**config.mk**
```make
export PLATFORM = sky130hd
export DESIGN_NAME = midi_voice_allocator
export DESIGN_NICKNAME = d
export VERILOG_FILES = /design/src/design/mva_pkg.sv /design/src/design/mva_ram.sv /design/src/design/mva_front.sv /design/src/design/mva_queue.sv /design/src/design/mva_back.sv /design/src/design/midi_voice_allocator.sv
export SDC_FILE = /design/constraint.sdc
export NUM_CORES = 1
export LEC_CHECK = 0
export BUFFER_PORTS_ARGS = -buffer_cell sky130_fd_sc_hd__clkbuf_2
export CAP_MARGIN = 10
export CORE_AREA = 2 2 148 135
export DETAILED_ROUTE_END_ITERATION = 12
export DIE_AREA = 0 0 150 137
export PLACE_DENSITY = 0.55
export SYNTH_ARGS = -nofsm -noshare
export SYNTH_HDL_FRONTEND = slang
export SYNTH_SLANG_ARGS = --single-unit
export TNS_END_PERCENT = 100
```
**constraint.sdc**
```tcl
create_clock -name clk_i -period 10.7 [get_ports clk_i]
set_input_delay 1.605 -clock clk_i [delete_from_list [all_inputs] [get_ports clk_i]]
set_output_delay 1.605 -clock clk_i [all_outputs]
set_load 0.1 [all_outputs]
```
**src/design/mva_pkg.sv**
```systemverilog
// Shared types and constants for the MIDI voice allocator.
package mva_pkg;

  localparam int unsigned VOICES_DEF = 8;

  // Depth of the command queue between front and back; keep a power of two.
  localparam int unsigned QUEUE_DEPTH = 2;
  localparam int unsigned QPW = (QUEUE_DEPTH > 1) ? $clog2(QUEUE_DEPTH) : 1;
  localparam int unsigned QCW = $clog2(QUEUE_DEPTH + 1);

  localparam logic [3:0] MSG_NOTE_OFF = 4'h8;
  localparam logic [3:0] MSG_NOTE_ON  = 4'h9;
  localparam logic [1:0] LEN_FULL     = 2'd3;

  typedef struct packed {
    logic [7:0] msg_status;
    logic [7:0] first_data;
    logic [7:0] second_data;
    logic [1:0] byte_count;
  } in_item_t;

  typedef struct packed {
    logic [2:0] voice_index;
    logic       restart_life;
    logic       voice_on;
    logic [6:0] note_number;
    logic [3:0] channel_number;
    logic [6:0] key_velocity;
  } out_item_t;

  // Classified note command handed from front to back.
  typedef struct packed {
    logic       is_on;
    logic [6:0] note;
    logic [3:0] chan;
    logic [6:0] vel;
  } cmd_t;

  // Per-voice stored fields.
  typedef struct packed {
    logic [6:0] note;
    logic [3:0] chan;
    logic [6:0] vel;
  } voice_t;

endpackage

```
**src/design/mva_ram.sv**
```systemverilog
// Generic single-write, single-read RAM with registered read data.
module mva_ram #(
  parameter int unsigned WIDTH = 8,
  parameter int unsigned DEPTH = 8,
  parameter int unsigned AW    = (DEPTH > 1) ? $clog2(DEPTH) : 1
) (
  input  logic             clk_i,
  input  logic             we_i,
  input  logic [AW-1:0]    waddr_i,
  input  logic [WIDTH-1:0] wdata_i,
  input  logic [AW-1:0]    raddr_i,
  output logic [WIDTH-1:0] rdata_o
);

  logic [WIDTH-1:0] mem_q [DEPTH];

  always_ff @(posedge clk_i) begin
    if (we_i) begin
      mem_q[waddr_i] <= wdata_i;
    end
    rdata_o <= mem_q[raddr_i];
  end

endmodule

```
**src/design/mva_front.sv**
```systemverilog
// Front end: takes a message, drops malformed or unrelated ones, forms a note command.
module mva_front (
  input  logic              start_i,
  input  logic              full_i,
  input  mva_pkg::in_item_t item_i,
  output logic              push_o,
  output mva_pkg::cmd_t     cmd_o
);
  import mva_pkg::*;

  logic [3:0] msg_type;
  logic       data_ok;
  logic       is_note;

  assign msg_type = item_i.msg_status[7:4];
  // Note commands need all three bytes, so both data bytes must have bit 7 clear.
  assign data_ok  = (item_i.byte_count == LEN_FULL) &&
                    !item_i.first_data[7] && !item_i.second_data[7];

  always_comb begin
    case (msg_type)
      MSG_NOTE_ON, MSG_NOTE_OFF: is_note = 1'b1;
      default:                   is_note = 1'b0;
    endcase
  end

  assign push_o      = start_i && !full_i && is_note && data_ok;
  assign cmd_o.is_on = (msg_type == MSG_NOTE_ON);
  assign cmd_o.note  = item_i.first_data[6:0];
  assign cmd_o.chan  = item_i.msg_status[3:0];
  assign cmd_o.vel   = item_i.second_data[6:0];

endmodule

```
**src/design/mva_queue.sv**
```systemverilog
// Short command queue between front and back.
module mva_queue (
  input  logic          clk_i,
  input  logic          rst_ni,
  input  logic          push_i,
  input  mva_pkg::cmd_t cmd_i,
  input  logic          pop_i,
  output logic          full_o,
  output logic          valid_o,
  output mva_pkg::cmd_t cmd_o
);
  import mva_pkg::*;

  cmd_t           mem_q [QUEUE_DEPTH];
  logic [QPW-1:0] wr_ptr_q, wr_ptr_d;
  logic [QPW-1:0] rd_ptr_q, rd_ptr_d;
  logic [QCW-1:0] cnt_q, cnt_d;
  logic           do_pop;

  assign full_o  = (cnt_q == QCW'(QUEUE_DEPTH));
  assign valid_o = (cnt_q != '0);
  assign cmd_o   = mem_q[rd_ptr_q];
  assign do_pop  = pop_i && valid_o;

  always_comb begin
    wr_ptr_d = push_i ? wr_ptr_q + 1'b1 : wr_ptr_q;
    rd_ptr_d = do_pop ? rd_ptr_q + 1'b1 : rd_ptr_q;
    cnt_d    = cnt_q + QCW'(push_i) - QCW'(do_pop);
  end

  always_ff @(posedge clk_i or negedge rst_ni) begin
    if (!rst_ni) begin
      wr_ptr_q <= '0;
      rd_ptr_q <= '0;
      cnt_q    <= '0;
    end else begin
      wr_ptr_q <= wr_ptr_d;
      rd_ptr_q <= rd_ptr_d;
      cnt_q    <= cnt_d;
    end
  end

  always_ff @(posedge clk_i) begin
    if (push_i) begin
      mem_q[wr_ptr_q] <= cmd_i;
    end
  end

  a_no_overflow: assert property (@(posedge clk_i) disable iff (!rst_ni)
    push_i |-> !full_o) else $error("push into full queue");

  a_cnt_range: assert property (@(posedge clk_i) disable iff (!rst_ni)
    cnt_q <= QCW'(QUEUE_DEPTH)) else $error("queue count out of range");

  a_cnt_track: assert property (@(posedge clk_i) disable iff (!rst_ni)
    (push_i && !do_pop) |=> (cnt_q == $past(cnt_q) + 1'b1))
    else $error("queue count did not follow push");

endmodule

```
**src/design/mva_back.sv**
```systemverilog
// Back end: scans voices one per cycle, claims or releases a voice, emits the update.
module mva_back #(
  parameter int unsigned VOICES = mva_pkg::VOICES_DEF
) (
  input  logic               clk_i,
  input  logic               rst_ni,
  input  logic               q_valid_i,
  input  mva_pkg::cmd_t      q_cmd_i,
  output logic               q_pop_o,
  output logic               res_valid_o,
  output mva_pkg::out_item_t res_o
);
  import mva_pkg::*;

  localparam int unsigned IW = (VOICES > 1) ? $clog2(VOICES) : 1;
  localparam int unsigned CW = $clog2(VOICES + 1);
  localparam logic [CW-1:0] CNT_END = CW'(VOICES);

  localparam logic ST_IDLE = 1'b0;
  localparam logic ST_SCAN = 1'b1;

  logic            st_q, st_d;
  cmd_t            cmd_q, cmd_d;
  logic [CW-1:0]   cnt_q, cnt_d;
  logic            chk_vld_q, chk_vld_d;
  logic [IW-1:0]   chk_idx_q, chk_idx_d;
  logic [VOICES-1:0] active_q, active_d;
  logic            res_vld_q, res_vld_d;
  out_item_t       res_q, res_d;

  logic [IW-1:0]   scan_idx;
  logic            scan_end;
  logic            hit_on, hit_off;
  voice_t          rd_data;
  logic            ram_we;
  logic [IW-1:0]   ram_waddr;
  voice_t          ram_wdata;

  assign scan_idx = cnt_q[IW-1:0];
  assign scan_end = (cnt_q == CNT_END);
  assign hit_on   = !scan_end && !active_q[scan_idx];
  // Read data is registered; check the voice whose address was issued last cycle.
  assign hit_off  = chk_vld_q && active_q[chk_idx_q] &&
                    (rd_data.note == cmd_q.note) && (rd_data.chan == cmd_q.chan);

  mva_ram #(
    .WIDTH ($bits(voice_t)),
    .DEPTH (VOICES),
    .AW    (IW)
  ) u_voice_ram (
    .clk_i   (clk_i),
    .we_i    (ram_we),
    .waddr_i (ram_waddr),
    .wdata_i (ram_wdata),
    .raddr_i (scan_idx),
    .rdata_o (rd_data)
  );

  always_comb begin
    st_d      = st_q;
    cmd_d     = cmd_q;
    cnt_d     = cnt_q;
    chk_vld_d = 1'b0;
    chk_idx_d = chk_idx_q;
    active_d  = active_q;
    res_vld_d = 1'b0;
    res_d     = res_q;
    q_pop_o   = 1'b0;
    ram_we    = 1'b0;
    ram_waddr = scan_idx;
    ram_wdata = '{note: cmd_q.note, chan: cmd_q.chan, vel: cmd_q.vel};
    case (st_q)
      ST_IDLE: begin
        if (q_valid_i) begin
          q_pop_o = 1'b1;
          cmd_d   = q_cmd_i;
          cnt_d   = '0;
          st_d    = ST_SCAN;
        end
      end
      ST_SCAN: begin
        if (cmd_q.is_on) begin
          if (hit_on) begin
            active_d[scan_idx] = 1'b1;
            ram_we             = 1'b1;
            res_vld_d          = 1'b1;
            res_d = '{voice_index: 3'(scan_idx), restart_life: 1'b1, voice_on: 1'b1,
                      note_number: cmd_q.note, channel_number: cmd_q.chan,
                      key_velocity: cmd_q.vel};
            st_d  = ST_IDLE;
          end else if (scan_end) begin
            st_d = ST_IDLE;
          end else begin
            cnt_d = cnt_q + 1'b1;
          end
        end else begin
          if (hit_off) begin
            active_d[chk_idx_q] = 1'b0;
            ram_we              = 1'b1;
            ram_waddr           = chk_idx_q;
            ram_wdata = '{note: rd_data.note, chan: rd_data.chan, vel: cmd_q.vel};
            res_vld_d           = 1'b1;
            res_d = '{voice_index: 3'(chk_idx_q), restart_life: 1'b0, voice_on: 1'b0,
                      note_number: rd_data.note, channel_number: rd_data.chan,
                      key_velocity: cmd_q.vel};
            st_d  = ST_IDLE;
          end else if (scan_end) begin
            st_d = ST_IDLE;
          end else begin
            chk_vld_d = 1'b1;
            chk_idx_d = scan_idx;
            cnt_d     = cnt_q + 1'b1;
          end
        end
      end
      default: st_d = ST_IDLE;
    endcase
  end

  always_ff @(posedge clk_i or negedge rst_ni) begin
    if (!rst_ni) begin
      st_q      <= ST_IDLE;
      cnt_q     <= '0;
      chk_vld_q <= 1'b0;
      active_q  <= '0;
      res_vld_q <= 1'b0;
    end else begin
      st_q      <= st_d;
      cnt_q     <= cnt_d;
      chk_vld_q <= chk_vld_d;
      active_q  <= active_d;
      res_vld_q <= res_vld_d;
    end
  end

  always_ff @(posedge clk_i) begin
    cmd_q     <= cmd_d;
    chk_idx_q <= chk_idx_d;
    res_q     <= res_d;
  end

  assign res_valid_o = res_vld_q;
  assign res_o       = res_q;

  a_res_after_scan: assert property (@(posedge clk_i) disable iff (!rst_ni)
    res_vld_q |-> $past(st_q == ST_SCAN)) else $error("result without a scan");

  a_single_res: assert property (@(posedge clk_i) disable iff (!rst_ni)
    res_vld_q |=> !res_vld_q) else $error("two results in a row");

  a_cnt_range: assert property (@(posedge clk_i) disable iff (!rst_ni)
    (st_q == ST_SCAN) |-> (cnt_q <= CNT_END)) else $error("scan counter overrun");

  a_on_sets_active: assert property (@(posedge clk_i) disable iff (!rst_ni)
    (st_q == ST_SCAN && cmd_q.is_on && hit_on) |=> ($countones(active_q) ==
      $countones($past(active_q)) + 1)) else $error("claim did not mark voice");

endmodule

```
**src/design/midi_voice_allocator.sv**
```systemverilog
// Top level of the MIDI polyphonic voice allocator.
//
//  channel | ports                       | handshake
//  --------+-----------------------------+-------------------------------------
//  message | start, busy, item_i         | taken when start=1 and busy=0
//  update  | result_valid_o, result_o    | one-cycle strobe, no backpressure
//
// The front classifies a message in the cycle it is taken and pushes note-on /
// note-off commands into a two-entry queue; all other messages are dropped there.
// The back pops a command and scans the voices one per cycle through the voice
// RAM port, and pops no new command until that scan has ended. busy is high only
// while the queue is full; results appear in the cycle after the deciding scan
// step. Reset clears the active marks; stored fields need none.
module midi_voice_allocator #(
  parameter int unsigned VOICES = mva_pkg::VOICES_DEF
) (
  input  logic               clk_i,
  input  logic               rst_ni,
  input  logic               start,
  output logic               busy,
  input  mva_pkg::in_item_t  item_i,
  output logic               result_valid_o,
  output mva_pkg::out_item_t result_o
);
  import mva_pkg::*;

  logic full;
  logic push;
  cmd_t push_cmd;
  logic q_valid;
  cmd_t q_cmd;
  logic q_pop;

  assign busy = full;

  // Classify and filter incoming messages.
  mva_front u_front (
    .start_i (start),
    .full_i  (full),
    .item_i  (item_i),
    .push_o  (push),
    .cmd_o   (push_cmd)
  );

  // Decouples message intake from the voice scan.
  mva_queue u_queue (
    .clk_i   (clk_i),
    .rst_ni  (rst_ni),
    .push_i  (push),
    .cmd_i   (push_cmd),
    .pop_i   (q_pop),
    .full_o  (full),
    .valid_o (q_valid),
    .cmd_o   (q_cmd)
  );

  // Voice scan, state update and result register.
  mva_back #(
    .VOICES (VOICES)
  ) u_back (
    .clk_i       (clk_i),
    .rst_ni      (rst_ni),
    .q_valid_i   (q_valid),
    .q_cmd_i     (q_cmd),
    .q_pop_o     (q_pop),
    .res_valid_o (result_valid_o),
    .res_o       (result_o)
  );

endmodule
```
# Word-level counts from Yosys, hierarchy flattened
# Memory sizes are Yosys's and may differ from the RTL's. A register that Yosys moved wholly into a read port is not among the register bits.
# Cells that the tools add are included.
# totals
memories	2
output_inout_bits	25
elab_cells	112
in_bits	29
ff_bits	45
ramBits	182
# classes
n_eq_ne	11
mux	44
order_cmp	4
reduce_logical	24
bitwise_logic	7
n_addsub	5
# memory_table
name	depth	word_bits	read_ports	rd_ports_with_merged_regs	wr	line	text
u_back.u_voice_ram.mem_q	8	18	1	1	1	mva_ram.sv:15	logic [WIDTH-1:0] mem_q [DEPTH];
u_queue.mem_q	2	19	1	1	1	mva_queue.sv:14	cmd_t mem_q [QUEUE_DEPTH];
# ops
op	n
2-to-1 mux 23 bit	3
2-to-1 mux 18 bit	3
2-to-1 mux 8 bit	3
2-to-1 mux 1 bit	21
2-to-1 mux 4 bit	5
equality test 4 bit (second input constant)	3
logical AND 1 bit	12
2-to-1 mux 3 bit	3
bitwise AND 8 bit	1
< comparator 3 x 4 -> 1 bit (second input constant)	2
inverter 8 bit	1
bitwise OR 8 bit	1
one-hot mux 4 bit (2 select lines)	1
equality test 7 bit	1
binary-select mux 1 bit (select 3 bit)	2
demux 1 bit (select 3 bit)	2
>= comparator 3 x 1 -> 1 bit (second input constant)	2
!= test 3 bit (second input constant)	2
AND reduction 3 bit	2
logical NOT 1 bit	5
adder 4 x 1 -> 4 bit (second input constant)	1
equality test 2 bit (second input constant)	2
equality test 4 bit	1
!= test 2 bit (second input constant)	2
9 further kinds	14

# Depth between registers and ports, before layout
# Gate-level depths: netlist (run 1).
# logic_depth
word_depth	10
depth_mapped	10
depth_no_buf	8

# Hierarchy
# A second synthesis (run 1) with hierarchy kept.
# hier_totals
cells_unflattened	523
hier_area_um2	10415.0
# by_module_without_submodules
module	cells_each	seq_area_each_um2	instances	area_per_inst_um2
mva_ram	239	4684.5	1	5964.5
mva_back	185	1696.6	1	2628.8
mva_queue	76	1241.2	1	1649.1
mva_front	23	0.0	1	172.7

# Worst setup path after synthesis (run 1)
# OpenSTA, ideal clock, no wires.
# synth_path
path_type	in2reg
start	input port item_i[17] (netlist name)
end	memory u_queue.mem_q[0][0] (netlist name), enable pin
stages	4
setup_time_ps	397
arrival_ps	3337
t_required_ps	10303
n_path_buf	0
path_slack_ps	6966
cell_sequence	nor3_1 nand4_1 nor4b_1 nor2b_1
# synth_between
elab_chain_cells	6
# synth_rtl
item	line	text
start: declaration	midi_voice_allocator.sv:21	input mva_pkg::in_item_t item_i,
logical NOT 1 bit	mva_front.sv:18	!item_i.first_data[7] && !item_i.second_data[7];
logical AND 1 bit	mva_front.sv:17	assign data_ok = (item_i.byte_count == LEN_FULL) &&
logical AND 1 bit	mva_front.sv:18	
logical AND 1 bit	mva_front.sv:27	assign push_o = start_i && !full_i && is_note && data_ok;
net push	midi_voice_allocator.sv:28	logic push;
2-to-1 mux 1 bit	mva_queue.sv:44	if (push_i) begin
2-to-1 mux 1 bit (not written as such)	mva_queue.sv:45	mem_q[wr_ptr_q] <= cmd_i;
end: declaration	mva_queue.sv:14	
# The timed path passes the listed nets, and every way through them passes these cells.

# Worst setup path after layout (run 1)
# layout_path
start	register u_back.cnt_q[0]
end	memory u_back.u_voice_ram.mem_q[2][17] (netlist name), enable pin
# layout_between
elab_chain_cells	9
elab_cells_between_ends	14
classes_between	eq/ne (1); mux (10); reduce/logical (3)
# layout_rtl
item	line	text
start: declaration	mva_back.sv:24	logic [CW-1:0] cnt_q, cnt_d;
start signal: assignment	mva_back.sv:129	cnt_q <= cnt_d;
binary-select mux 1 bit (select 3 bit)	mva_back.sv:41	assign hit_on = !scan_end && !active_q[scan_idx];
2-to-1 mux 1 bit (not written as such)	mva_back.sv:41	
logical NOT 1 bit	mva_back.sv:41	
logical AND 1 bit	mva_back.sv:41	
2-to-1 mux 1 bit	mva_back.sv:83	if (hit_on) begin
2-to-1 mux 1 bit	mva_back.sv:82	if (cmd_q.is_on) begin
2-to-1 mux 1 bit	mva_back.sv:72	case (st_q)
2-to-1 mux 1 bit	mva_ram.sv:18	if (we_i) begin
2-to-1 mux 1 bit (not written as such)	mva_ram.sv:19	mem_q[waddr_i] <= wdata_i;
end: declaration	mva_ram.sv:15	
# Parallel ways exist; a longest one is shown, timed or not. The select of a mux whose other input is x is not followed.

==> results.md, run 1 <==
* Outcome: completed
* Post-Place Cells at 770
* Worst-path clk slew at 0.07 ns
* RSZ-0062 raised after global routing: no
* Die width at 150 µm
* Worst EP arrival at 3.81 ns
* Part of the power in registers at 45.0%
* MaxCap Viol Count at 0
* Static Leak at 3.14 nW
* Number of synthesized flops with an enable pin at 170
* Full die area at 0.0206 mm²
* CTS tree: yes
* Pwr Density at 298 mW/mm²
* Die height at 137 µm
* GRT overflow at 0
* Combinational Power Share at 31.3%
* Placed instance area at 0.00838 mm²
* Commonest non-fill, non-tap cell in the layout: edfxtp_1
* Crit Path Class: flop to flop
* H-tree levels at 4
* Core ar. at 0.0190 mm²
* Seq cells post-synth at 200
* Port Buffers at 53
* Tmin final at 3.75 ns
* Routability-driven placement congestion ratio at 0.821
* Setup_tns at 0 ns
* DR vias at 4233
* Worst EP required at 10.75 ns
* Initial Util at 41.4%
* # DRC at 0
* Worst IR Drop VDD at 0.107 mV
* Hold Buf Count CTS at 0
* Finished Layout Cells at 802
* DR iter-0 viols at 290
* Worst-path fanout max at 42
* Setup crit end kind: flop
* Setup violators final at 0
* Synth Instances at 491
* Hpwl dp at 10600 µm
* Tcrit/Tclk final at 35.1%
* Post-route setup slack at 6.95 ns
* CTS Buf Count at 17
* Detailed Route WL at 16600 µm
* Resize count post-CTS at 0
* Fraction of registers with async set/reset at 9.50%
* Post-layout net count at 572
* Achievable Freq at 266 MHz
* Clock share of power at 23.7%
* N_diodes at 0
* Antenna violations before repair at 0
* Vias per cell at 5.28
* Internal power at 1.64 mW
* Post-synth top flop: edfxtp_1
* Worst-case clock buffer depth at 2
* Sequential fraction of the synthesis area at 73.9%
* Slew at the pin closest to its max-slew limit at 1.06 ns
* CTS sink cnt at 200
* Fill count at 1668
* Hold_ws at 0.420 ns
* 1st-pass router iterations at 4
* Switch share at 38.6%
* Clock skew at 0.0133 ns
* Commonest non-fill, non-tap cells in the layout: 170 x edfxtp_1, 53 x clkbuf_2, 36 x mux2_2
* Max-slew violations at 0
* Worst setup SP type: flop
* Sw power at 1.03 mW
* Final ANT Viol Nets at 0
* Avg Inst Size Synth at 16.0 µm²
* Std-Cell Rows at 48
* CTS root buffer: clkbuf_16
* Synth cell types at 57
* Largest net degree at the start of global routing at 43
* Pre-CTS setup slack at 6.71 ns
* DR WL/cell at 20.7 µm
* Final Cell Area at 0.00897 mm²
* Yosys warns at 0
* Final Hold Fails at 0
* First-pass GRT wire length at 25400 µm
* Clock Latency Late Sink at 0.43 ns
* Layout area overhead at 14.3%
* I/O pins at 54
* Total setup buffers inserted after CTS at 0
* Number of global-route vias before repair at 4298
* Syn nets at 524
* Proportion of layout cells with a drive suffix above 1 at 26.3%
* Slew HR at 28.9%
* Mapped cell area at 0.00785 mm²
* Tot GR Track Use at 17.0%
* Worst min path class: flop to flop
[cell families (layout without fill, tap and decap cells)]
logic type,count (synthesis),in the layout,share of synthesized area (%)
xor+xnor,15,15,1.67
flops,200,200,73.9
compound gates,72,72,6.06
fa+ha+maj,4,4,0.637
buf+inv,43,104,2.14
simple gates,96,96,6.29
mux,61,61,9.32
[final cells by class]
class                   count  area (µm²)  share of cell area (%)
clock buffers              17         425                    4.74
repair buffers             63         340                    3.79
clock inverters            15         166                    1.85
multi-input cells         248        1890                    21.1
inverters                   9        33.8                   0.377
flip-flops and latches    200        5800                    64.7
well taps                 250         313                    3.49
[sequential cells by signal, summed over array words and instances, names as in the netlist]
register	count
u_back.active_q	8
u_back.chk_idx_q	3
u_back.chk_vld_q	1
u_back.cmd_q	19
u_back.cnt_q	4
u_back.res_o	22
u_back.res_valid_o	1
u_back.st_q	1
u_back.u_voice_ram.mem_q	88
u_back.u_voice_ram.rdata_o	11
u_queue.cnt_q	2
u_queue.mem_q	38
u_queue.rd_ptr_q	1
u_queue.wr_ptr_q	1
[through the flow]
stage | power, mW | util [%]
floorplan | 1.81 | -
global placement | 2.06 | 44.2
detailed placement | 2.06 | 44.2
CTS | 2.69 | 47.3
global route | 2.80 | 47.3
finish | 2.67 | 47.3
[cell usage after synthesis, drive strengths merged, types with 6 or more instances]
| master | count | area share, % |
|---|---|---|
| mux2i | 18 | 2.3 |
| dfxtp | 11 | 2.8 |
| mux4 | 6 | 1.7 |
| nand3 | 11 | 0.70 |
| clkbuf | 27 | 1.3 |
| inv | 8 | 0.38 |
| xnor2 | 10 | 1.1 |
| o21ai | 29 | 1.8 |
| nand4 | 7 | 0.56 |
| nand2 | 31 | 1.5 |
| nor2 | 15 | 0.75 |
| buf | 7 | 0.41 |
| a22oi | 6 | 0.57 |
| edfxtp | 170 | 65 |
| dfrtp | 19 | 6.1 |
| mux2 | 37 | 5.3 |
[metal layers]
| layer | wire, µm | share of wire (%) | track usage (%) |
|---|---|---|---|
| met5 | 0 | 0 | 0 |
| met4 | 216 | 1.3 | 4.61 |
| met3 | 694 | 4.2 | 5.17 |
| met2 | 7960 | 48 | 26.4 |
| met1 | 7710 | 46 | 23.4 |
[power by group through the flow]
stage | Clock, mW | Combinational, mW | Sequential (mW)
after floorplan | 0 | 0.462 | 1.35
after global placement | 0 | 0.838 | 1.22
after detailed placement | 0 | 0.838 | 1.22
after CTS | 0.646 | 0.842 | 1.20
after global routing | 0.676 | 0.900 | 1.22
final | 0.633 | 0.835 | 1.20
[path summary, 6_finish.rpt]
check / from / cells after the start / endpoint / slack [ns]
worst min-delay path: u_back.cmd_q[6] / 0 / u_back.res_o[6] / 0.42
min in group asynchronous: rst_ni / 1 / u_back.active_q[6] / 1.15
worst min register to register: u_back.cmd_q[6] / 0 / u_back.res_o[6] / 0.42
worst max-delay path: u_back.cnt_q[0] / 8 / u_back.u_voice_ram.mem_q[2][17] / 6.95
worst max register to register: u_back.cnt_q[0] / 8 / u_back.u_voice_ram.mem_q[2][17] / 6.95
max in group asynchronous: rst_ni / 1 / u_queue.wr_ptr_q / 9.18
[critical path, stage by stage, from the launching register on]
cell and delay [ns]:
dfrtp_1 0.33, buf_4 0.46, inv_1 0.42, ha_1 0.32, nand2_1 0.08, o21ai_0 0.15, nor4_1 0.66, nand2_1 0.23
o22ai_2 0.71
Note: power is estimated with default switching activity, not from simulation.
==> run 2: changes to the inputs <==
Clock period 10.7 ns to 3.7 ns, I/O delays scaled along.
==> run 2 against run 1 <==
Sequential share of layout area down 0.61 points. Final cell count up 0.87%. Power rose to 2.9 times the previous value. Worst setup slack worse by 6.2 ns. Sequential power rose to 3.0 times the previous value. Critical path type unchanged. Critical endpoint is now u_back.u_voice_ram.mem_q[7][12]. Largest cell class unchanged.
==> results.md, run 2 (synthesized netlist as in run 1, its figures left out) <==
* Initial Util at 41.4%
* # DRC at 0
* Slew HR at 37.4%
* Antenna violations before repair at 0
* Setup crit start: u_back.cmd_q[10]
* Worst path bufs/invs at 0
* Full die area at 0.0206 mm²
* Achievable Freq at 334 MHz
* I/O pins at 54
* Largest register by flop count: u_back.u_voice_ram.mem_q
* Die width at 150 µm
* Slew at the pin closest to its max-slew limit at 0.939 ns
* Worst EP arrival at 3.06 ns
* Std-Cell Rows at 48
* Clock Latency Late Sink at 0.44 ns
* Max-slew violations at 0
* Clock share of power at 24.5%
* DR vias at 4383
* CTS tree: yes
* CP max stage cell: edfxtp_1
* CTS root buffer: clkbuf_16
* Worst-path fanout max at 11
* Proportion of layout cells with a drive suffix above 1 at 27.2%
* Largest net degree at the start of global routing at 36
* Tcrit/Tclk final at 80.9%
* CP delay by family, top: simple AND/OR/NAND/NOR gates
* Static Leak at 3.20 nW
* 1st-pass router iterations at 5
* Hpwl dp at 10800 µm
* Hold Buf Count CTS at 0
* Worst min path class: primary input to async pin
* Post-layout net count at 579
* DR WL/cell at 20.7 µm
* Port Buffers at 53
* Final ANT Viol Nets at 0
* Vias per cell at 5.42
* Setup crit end kind: flop
* Worst EP required at 3.77 ns
* Commonest non-fill, non-tap cells in the layout: 170 x edfxtp_1, 53 x clkbuf_2, 36 x mux2_2
* Worst setup SP type: flop
* First-pass GRT wire length at 25700 µm
* Detailed Route WL at 16700 µm
* CTS sink cnt at 200
* H-tree levels at 4
* Max FFs per register at 88
* Worst path cell trace: xor2_1 -> nor4_1 -> nor3b_1 -> and3_1 -> nand4_1 -> nand2_1
* Pwr Density at 869 mW/mm²
* Setup_tns at 0 ns
* PnR Total Power at 7.87 mW
* Post-route setup slack at 0.705 ns
* Tmin final at 2.99 ns
* Part of the power in registers at 45.0%
* Combinational Power Share at 30.6%
* Crit Path Class: flop to flop
* Routability-driven placement congestion ratio at 0.902
* Clock skew at 0.0156 ns
* DR iter-0 viols at 293
* Core ar. at 0.0190 mm²
* Resize count post-CTS at 0
* RSZ-0062 raised after global routing: no
* N_diodes at 0
* GRT overflow at 0
* Switch share at 39.0%
* Layout area overhead at 15.3%
* CTS Buf Count at 17
* Die height at 137 µm
* Tot GR Track Use at 17.3%
* Worst IR Drop VDD at 0.545 mV
* Worst-path clk slew at 0.08 ns
* MaxCap Viol Count at 0
* Outcome: completed
* Internal power at 4.81 mW
* RR Startpoint: u_back.cmd_q[10]
* Setup violators final at 0
* Final Hold Fails at 0
* Commonest non-fill, non-tap cell in the layout: edfxtp_1
* Worst-case clock buffer depth at 2
* Number of global-route vias before repair at 4374
* Pre-CTS setup slack at 0.742 ns
* Slowest cell delay on critical path at 0.54 ns
* Sw power at 3.07 mW
* Total setup buffers inserted after CTS at 0
==> run 2: changes by cell type in the layout (fill, tap and decap cells not counted), moves of 2 or more <==
cell	change
buf_4	+7
inv_8	+4
inv_12	+3
clkinv_2	-2
==> run 2: worst paths after layout <==
| path | endpoint | slack (ns) | depth (start not counted) |
|---|---|---|---|
| worst min-delay path | u_back.cnt_q[0] | 0.08 | 1 |
| min in group clk_i | u_queue.mem_q[1][10] | 0.30 | 1 |
| worst max register to register | u_back.u_voice_ram.mem_q[7][12] | 0.71 | 6 |
| max in group asynchronous | u_back.cnt_q[2] | 3.26 | 1 |
| worst max-delay path | u_back.u_voice_ram.mem_q[7][12] | 0.71 | 6 |
| worst min register to register | u_back.res_o[2] | 0.42 | 0 |
==> run 2: layout make-up <==
type / instances / area (µm²)
clock inverter: 15 / 205
sequential: 200 / 5800
tap: 250 / 313
multi-input combinational: 248 / 1890
inverter: 9 / 33.8
timing repair buffer: 70 / 393
clock buffer: 17 / 425
fill: 1652 / 9920
==> run 2: worst reg2reg max path: cells and delay by family, from the launching register on <==
kind | cells | cell delay [ns]
simple gates | 5 | 1.87
flops | 1 | 0.54
xor+xnor | 1 | 0.20
==> run 2: power groups by stage <==
stage          clock, mW  combinational [mW]  sequential [mW]
5_1_grt             2.06                2.59             3.60
3_5_place_dp           0                2.41             3.58
2_1_floorplan          0                1.34             3.89
6_report            1.93                2.41             3.54
4_1_cts             1.97                2.43             3.54
3_3_place_gp           0                2.41             3.58
==> run 2: metal layers <==
layer	part of all wire (%)	routed length [µm]	global-route usage [%]	up-vias
met5	0	0	0	-
met3	5.5	917	4.53	28
met1	44	7400	23.8	2216
met2	47	7900	26.2	145
met4	3.0	499	7.23	0
li1	-	-	-	1994
==> run 2: through the flow <==
stage / hold WS, ns / area, µm² / util (%) / std cells
floorplan: 0.259 / 7850 / - / 491
global placement: 0.403 / 8430 / 44.4 / 777
finish: 0.0836 / 9060 / 47.7 / 809
detailed placement: 0.407 / 8430 / 44.4 / 777
global route: 0.101 / 9060 / 47.7 / 809
CTS: 0.0828 / 9060 / 47.7 / 809
